File: config.mk
export PLATFORM = sky130hd
export DESIGN_NAME = lifo_stack_with_pop_until_match_core
export DESIGN_NICKNAME = d
export VERILOG_FILES = /design/src/rtl/lsm_pkg.sv /design/src/rtl/lsm_cell.sv /design/src/rtl/lifo_stack_with_pop_until_match_core.sv
export SDC_FILE = /design/constraint.sdc
export NUM_CORES = 1
export LEC_CHECK = 0
export ABC_CLOCK_PERIOD_IN_PS = 6350
export BUFFER_PORTS_ARGS = -buffer_cell sky130_fd_sc_hd__buf_2
export CORE_ASPECT_RATIO = 0.5
export CORE_MARGIN = 2
export CORE_UTILIZATION = 62
export DETAILED_ROUTE_END_ITERATION = 16
export GPL_TIMING_DRIVEN = 0
export PLACE_DENSITY_LB_ADDON = 0.3
export SYNTH_ARGS = -nofsm -noshare
export SYNTH_HDL_FRONTEND = slang
export SYNTH_HIERARCHICAL = 1
export SYNTH_SLANG_ARGS = --single-unit
File: constraint.sdc
create_clock -name clk -period 6.35 [get_ports clk]
set_clock_uncertainty 0.15 [all_clocks]
set_input_delay 1.27 -clock clk [delete_from_list [all_inputs] [get_ports clk]]
set_output_delay 1.27 -clock clk [all_outputs]
set_load 0.05 [all_outputs]
File: src/rtl/lsm_pkg.sv
`default_nettype none

package lsm_pkg;

    localparam int unsigned WordWidth  = 32;
    localparam int unsigned DepthWidth = 5;

    typedef enum logic [1:0] {
        REQ_PUSH  = 2'd0,
        REQ_POP   = 2'd1,
        REQ_MATCH = 2'd2,
        REQ_CLEAR = 2'd3
    } lsm_req_t;

    typedef enum logic [1:0] {
        ST_OK        = 2'd0,
        ST_EMPTY     = 2'd1,
        ST_FULL      = 2'd2,
        ST_NOT_FOUND = 2'd3
    } lsm_status_t;

    // Shift command broadcast to every cell of the stack.
    typedef struct packed {
        logic push;
        logic pop;
    } lsm_shift_t;

endpackage

`default_nettype wire

File: src/rtl/lsm_cell.sv
`default_nettype none

module lsm_cell (
    input  wire logic                                    clk,
    input  wire lsm_pkg::lsm_shift_t                     shift,
    input  wire logic signed [lsm_pkg::WordWidth-1:0]    from_above,
    input  wire logic signed [lsm_pkg::WordWidth-1:0]    from_below,
    output logic signed [lsm_pkg::WordWidth-1:0]         word
);

    logic signed [lsm_pkg::WordWidth-1:0] word_reg;

    // A push moves every word one cell deeper; a pop moves every word one cell up.
    always_ff @(posedge clk)
    begin
        if (shift.push)
        begin
            word_reg <= from_above;
        end
        else if (shift.pop)
        begin
            word_reg <= from_below;
        end
    end

    assign word = word_reg;

endmodule

`default_nettype wire

File: src/rtl/lifo_stack_with_pop_until_match_core.sv
// Channel   | Handshake         | Payload
// ----------+-------------------+-------------------------------------------
// request   | in_valid/in_stall | req_type, operand_value
// result    | out_valid/out_stall | status, out_value, depth_after
//
// Push, pop, clear and any request on an empty stack finish without a search; the result
// is registered and shows the cycle after the transaction.
// Pop until match pops one cell per cycle from the top after the transaction, while the
// result is not stalled; the matching word is popped as well.
// Reset empties the stack at once; stored words are not cleared.
// A stalled result holds the block: no new request and no search step until it is taken.
`default_nettype none

module lifo_stack_with_pop_until_match_core #(
    parameter int unsigned STACK_DEPTH = 16
) (
    input  wire logic                                   clk,
    input  wire logic                                   rst_n,
    input  wire logic                                   in_valid,
    output logic                                        in_stall,
    input  wire logic [1:0]                             req_type,
    input  wire logic signed [lsm_pkg::WordWidth-1:0]   operand_value,
    output logic                                        out_valid,
    input  wire logic                                   out_stall,
    output logic [1:0]                                  status,
    output logic signed [lsm_pkg::WordWidth-1:0]        out_value,
    output logic [lsm_pkg::DepthWidth-1:0]              depth_after
);

    localparam int unsigned CountWidth = $clog2(STACK_DEPTH + 1);
    localparam int unsigned ExtWidth   =
        (CountWidth > lsm_pkg::DepthWidth) ? CountWidth : lsm_pkg::DepthWidth;

    typedef enum logic [1:0] {
        S_IDLE   = 2'b01,
        S_SEARCH = 2'b10
    } state_t;

    state_t                                  state_reg, state_next;
    logic [CountWidth-1:0]                   count_reg, count_next;
    logic signed [lsm_pkg::WordWidth-1:0]    target_reg, target_next;
    logic                                    out_valid_reg;
    lsm_pkg::lsm_status_t                    status_reg, status_new;
    logic signed [lsm_pkg::WordWidth-1:0]    value_reg, value_new;
    logic [lsm_pkg::DepthWidth-1:0]          depth_reg;
    logic [ExtWidth-1:0]                     count_ext;
    logic                                    load;
    logic                                    out_free;
    logic                                    in_acc;
    lsm_pkg::lsm_shift_t                     shift;
    logic signed [lsm_pkg::WordWidth-1:0]    cell_word [STACK_DEPTH];

    genvar gi;
    generate
        for (gi = 0; gi < STACK_DEPTH; gi++)
        begin : g_cell
            logic signed [lsm_pkg::WordWidth-1:0] above;
            logic signed [lsm_pkg::WordWidth-1:0] below;
            if (gi == 0)
            begin : g_top
                assign above = operand_value;
            end
            else
            begin : g_inner_above
                assign above = cell_word[gi-1];
            end
            if (gi == STACK_DEPTH - 1)
            begin : g_bottom
                assign below = '0;
            end
            else
            begin : g_inner_below
                assign below = cell_word[gi+1];
            end
            lsm_cell u_cell (
                .clk        (clk),
                .shift      (shift),
                .from_above (above),
                .from_below (below),
                .word       (cell_word[gi])
            );
        end
    endgenerate

    assign out_free = !out_valid_reg || !out_stall;
    assign in_stall = (state_reg != S_IDLE) || !out_free;
    assign in_acc   = in_valid && !in_stall;

    always_comb
    begin
        state_next  = state_reg;
        count_next  = count_reg;
        target_next = target_reg;
        shift       = '0;
        load        = 1'b0;
        status_new  = lsm_pkg::ST_OK;
        value_new   = '0;
        unique case (state_reg)
            S_IDLE:
            begin
                if (in_acc)
                begin
                    unique case (lsm_pkg::lsm_req_t'(req_type))
                        lsm_pkg::REQ_PUSH:
                        begin
                            load = 1'b1;
                            if (count_reg == CountWidth'(STACK_DEPTH))
                            begin
                                status_new = lsm_pkg::ST_FULL;
                            end
                            else
                            begin
                                shift.push = 1'b1;
                                count_next = count_reg + CountWidth'(1);
                            end
                        end
                        lsm_pkg::REQ_POP:
                        begin
                            load = 1'b1;
                            if (count_reg == '0)
                            begin
                                status_new = lsm_pkg::ST_EMPTY;
                            end
                            else
                            begin
                                shift.pop  = 1'b1;
                                value_new  = cell_word[0];
                                count_next = count_reg - CountWidth'(1);
                            end
                        end
                        lsm_pkg::REQ_MATCH:
                        begin
                            if (count_reg == '0)
                            begin
                                load       = 1'b1;
                                status_new = lsm_pkg::ST_EMPTY;
                            end
                            else
                            begin
                                target_next = operand_value;
                                state_next  = S_SEARCH;
                            end
                        end
                        lsm_pkg::REQ_CLEAR:
                        begin
                            load       = 1'b1;
                            count_next = '0;
                        end
                        default:
                        begin
                            load = 1'b0;
                        end
                    endcase
                end
            end
            S_SEARCH:
            begin
                // One pop per unstalled cycle; ends at a match or when the stack runs dry.
                if (out_free)
                begin
                    shift.pop  = 1'b1;
                    count_next = count_reg - CountWidth'(1);
                    if (cell_word[0] == target_reg)
                    begin
                        load       = 1'b1;
                        value_new  = target_reg;
                        state_next = S_IDLE;
                    end
                    else if (count_reg == CountWidth'(1))
                    begin
                        load       = 1'b1;
                        status_new = lsm_pkg::ST_NOT_FOUND;
                        state_next = S_IDLE;
                    end
                end
            end
            default:
            begin
                state_next = S_IDLE;
            end
        endcase
    end

    assign count_ext = ExtWidth'(count_next);

    always_ff @(posedge clk or negedge rst_n)
    begin
        if (!rst_n)
        begin
            state_reg     <= S_IDLE;
            count_reg     <= '0;
            out_valid_reg <= 1'b0;
        end
        else
        begin
            state_reg <= state_next;
            count_reg <= count_next;
            if (load)
            begin
                out_valid_reg <= 1'b1;
            end
            else if (!out_stall)
            begin
                out_valid_reg <= 1'b0;
            end
        end
    end

    always_ff @(posedge clk)
    begin
        target_reg <= target_next;
        if (load)
        begin
            status_reg <= status_new;
            value_reg  <= value_new;
            depth_reg  <= count_ext[lsm_pkg::DepthWidth-1:0];
        end
    end

    assign out_valid   = out_valid_reg;
    assign status      = status_reg;
    assign out_value   = value_reg;
    assign depth_after = depth_reg;

`ifndef SYNTHESIS
    a_count_bound: assert property (@(posedge clk) disable iff (!rst_n)
        count_reg <= CountWidth'(STACK_DEPTH))
        else $error("stack count exceeds depth");

    a_search_nonempty: assert property (@(posedge clk) disable iff (!rst_n)
        state_reg == S_SEARCH |-> count_reg != '0)
        else $error("search running on an empty stack");

    a_clear_empties: assert property (@(posedge clk) disable iff (!rst_n)
        in_valid && !in_stall && req_type == lsm_pkg::REQ_CLEAR |=> count_reg == '0)
        else $error("clear left entries on the stack");
`endif

endmodule

`default_nettype wire
==> results.md <==
- Slew margin rel.: 0.0851
- Die Height: 154 um
- Setup CP Type: input pin to flop
- Internal: 8.47 mW
- Initial drt markers: 1188
- Worst path slowest cell: or2_1
- #FFs+latches synth: 591
- LEAKAGE: 11.2 nW
- Average wire per standard cell: 23.1 um
- Yosys synthesis warning count: 6
- Worst setup path end: g_cell[5].u_cell/word[25]
- Final Hold Viols: 0
- Crit end category: flop
- Inserted Clock Buffers: 50
- R2R Path End: g_cell[0].u_cell/word[18]
- Clock-pin transition on the worst setup and hold timing paths: 0.07 ns
- Final Cycle Share: 0.636
- Initial Util: 0.635
- Net Sw Frac: 0.283
- CTS Root Cell: clkbuf_16
- Post-synthesis cell count: 1381
- Crit-path cells: buf_2 > inv_1 > ha_1 > o21ai_1 > nor2_2 > buf_8 > buf_6 > buf_12 > or2_1
- Seq/Total Area, Yosys: 0.634
- Flop-to-flop setup slack: 2.45 ns
- Synth Area per Inst: 20.2 um^2
- Site Rows: 54
- CP max stage delay: 0.98 ns
- Die footprint: 46900 um^2
- Via/cell ratio: 5.75
- Netlist cell types: 54
- Worst Hold Class: input pin to async pin
- NetSw: 3.34 mW
- Nets: 1593
- Worst-skew pair later-pin latency: 0.56 ns
- Fin Setup TNS: 0 ns
- Multi-input combinational cell area: 9090 um^2
- Die width: 304 um
- Seq pwr share: 0.508
- CP startpoint kind: input pin
- CP arrival: 4.05 ns
- Post-synth top flop: edfxtp_1
- Storage element area: 17700 um^2
- Cell area after synthesis: 27900 um^2
- # resized after CTS: 0
- Vias: 12500
- First-pass GRT wire length: 75000 um
- Share of power burned in the clock network: 0.240
- Initial antenna violation count: 0
- Congestion Overflow GR: 0
- Worst setup margin: 2.31 ns
- Htree depth: 2
- Clock tree sinks: 591
- Status: finished, final reports clean
- Combinational Power Share: 0.252
- Post-DRT Antenna Nets: 0
- Post-Place Setup Slack: 1.58 ns
- Setup Fix Bufs, Post-CTS: 0
- WL final: 50100 um
- CTS Buffer Depth: 3
- Fill count: 2615
- CTS tree: done
- PortBufs: 78
- Ports: 79
- Max Transition Viols Final: 0
- Drt drc: 0
- GPL Wtd Cong: 0.876
- Synth async-reset ratio: 0.0135
- Max reg flops: 512
- Reg2reg path depth: 6
- Pin count of the biggest net entering global routing: 35
- P per Cell Area: 385 nW/um^2
- Layout cells sized above 1: 0.474
- Final critical-path required period: 4.04 ns
- Buf/Inv on CP: 5
- Vias in the first global route: 12300
- Crit path depth: 9
- Area Overhead vs Synth: 9.93%
- RSZ-0062 raised after global routing: no
- Antenna fix cells: 0
- Final Setup Violations: 0
- Cts hold-fix bufs: 0
- Peak VDD IR: 203 uV
- Worst path required time: 6.36 ns
- Drt pass-1 iters: 6
- Worst reg2reg path startpoint: state_reg[0]
- MaxCap Viol Count: 0
- CP Max Fanout: 32
- Post-synth EDFFs: 583
- Core box area: 44000 um^2
- Crit path max-delay family: simple AND/OR/NAND/NOR gates
- Placed wire-length estimate: 38000 um
- Max Clock Freq: 0.248 GHz
- Critical Path Source: req_type[0]
- Global Route Usage Sum: 0.212
- Worst slew pin tran: 1.37 ns
==> stage by stage <==
stage | hold WS, ns | utilization | power [mW] | cells | cell area, um^2
finish | 0.397 | 0.698 | 11.8 | 2167 | 30700
global route | 0.394 | 0.698 | 12.3 | 2167 | 30700
CTS | 0.384 | 0.698 | 11.9 | 2167 | 30700
detailed placement | 0.383 | 0.665 | 9.04 | 2080 | 29200
global placement | 0.379 | 0.663 | 8.83 | 2078 | 29200
floorplan | 0.375 | - | 8.26 | 1412 | 28000
==> placed cells by master, fill, tap and decap left out, types with 2 or more instances in the layout <==
cell type,count
o21ai_0,4
or2_2,2
clkbuf_1,15
clkinvlp_4,4
inv_1,10
dfrtp_1,7
buf_12,48
clkinv_2,6
nor4_1,9
conb_1,32
or3b_2,2
xor2_1,32
buf_6,20
a21o_1,2
nor3_1,3
or2_1,15
nor2_1,8
edfxtp_1,583
buf_2,82
mux2_4,464
clkinv_1,12
a22oi_1,2
a221o_1,2
a221oi_1,2
a22o_2,2
o22ai_1,4
ha_1,11
o21ai_1,2
nand3_1,6
a21oi_1,9
mux2_2,50
and3_1,3
a32oi_1,2
a22o_1,30
clkbuf_16,51
o211ai_1,3
nand2_1,9
nand4_1,2
==> power groups by stage <==
stage,logic [mW],clock network (mW),registers (mW)
2_1_floorplan,2.18,0,6.08
3_3_place_gp,2.81,0,6.03
6_report,2.97,2.84,6.00
5_1_grt,3.14,3.04,6.07
3_5_place_dp,2.96,0,6.08
4_1_cts,2.98,2.87,6.00
==> synth_stat cells, types with 2 or more instances <==
cell,count,area (um^2)
nand4_1,2,12.5
o21ai_0,4,20.0
nor2_1,9,33.8
and3_1,4,25.0
inv_1,10,37.5
buf_6,20,225
a22o_1,30,263
nand3_1,6,30.0
o211ai_1,3,22.5
nor3_1,3,15.0
buf_2,4,20.0
dfrtp_1,7,175
a221o_1,2,20.0
edfxtp_1,583,17500
a21o_1,2,15.0
ha_1,11,138
buf_12,48,961
a221oi_1,2,17.5
o21ai_1,2,10.0
nand2_1,9,33.8
a22oi_1,2,15.0
mux2_2,50,563
mux2_4,464,6970
or3b_2,2,17.5
o22ai_1,4,25.0
a22o_2,2,20.0
xor2_1,32,280
nor4_1,9,56.3
a32oi_1,2,17.5
clkbuf_1,4,15.0
or2_1,16,100
a21oi_1,11,55.1
==> cell type report <==
type | count | share of cell area
Multi-Input combinational cell | 734 | 0.296
Sequential cell | 591 | 0.577
Timing Repair Buffer | 80 | 0.0141
Clock buffer | 62 | 0.0429
Clock inverter | 25 | 0.00497
Tap cell | 588 | 0.0240
Inverter | 10 | 0.00122
Buffer | 77 | 0.0402
==> worst register-to-register path, stage by stage, from the launching register on <==
cell	delay [ns]
dfstp_2	0.55
inv_1	0.06
ha_1	0.29
clkbuf_1	0.23
clkbuf_1	0.35
a21oi_2	0.74
or2_1	1.13
==> per-layer routing <==
metal / routed length [um] / track usage
met1: 24500 / 0.323
met2: 22400 / 0.327
met3: 2400 / 0.0310
met4: 844 / 0.0426
met5: 0 / 0
==> kinds of logic after synthesis <==
kind of cell,Yosys count,share of synthesized area
buffers and inverters,87,0.0456
AO/OA/AOI/OAI,72,0.0198
XOR/XNOR,32,0.0100
flip-flops,591,0.634
adder cells (fa/ha/maj),11,0.00493
other,1,0.000134
multiplexers,515,0.270
AND/OR/NAND/NOR,72,0.0156
==> worst min-delay path by stage <==
| stage | endpoint | from | slack [ns] |
|---|---|---|---|
| after global routing | count_reg[4] | rst_n | 0.39 |
| after global placement | g_cell[14].u_cell/word[25] | g_cell[15].u_cell/word[25] | 0.38 |
| final | count_reg[4] | rst_n | 0.40 |
| after floorplan | g_cell[14].u_cell/word[29] | g_cell[15].u_cell/word[29] | 0.37 |
| after CTS | count_reg[4] | rst_n | 0.38 |
| after detailed placement | g_cell[14].u_cell/word[24] | g_cell[15].u_cell/word[24] | 0.38 |
(Power assumes the default switching activity.)
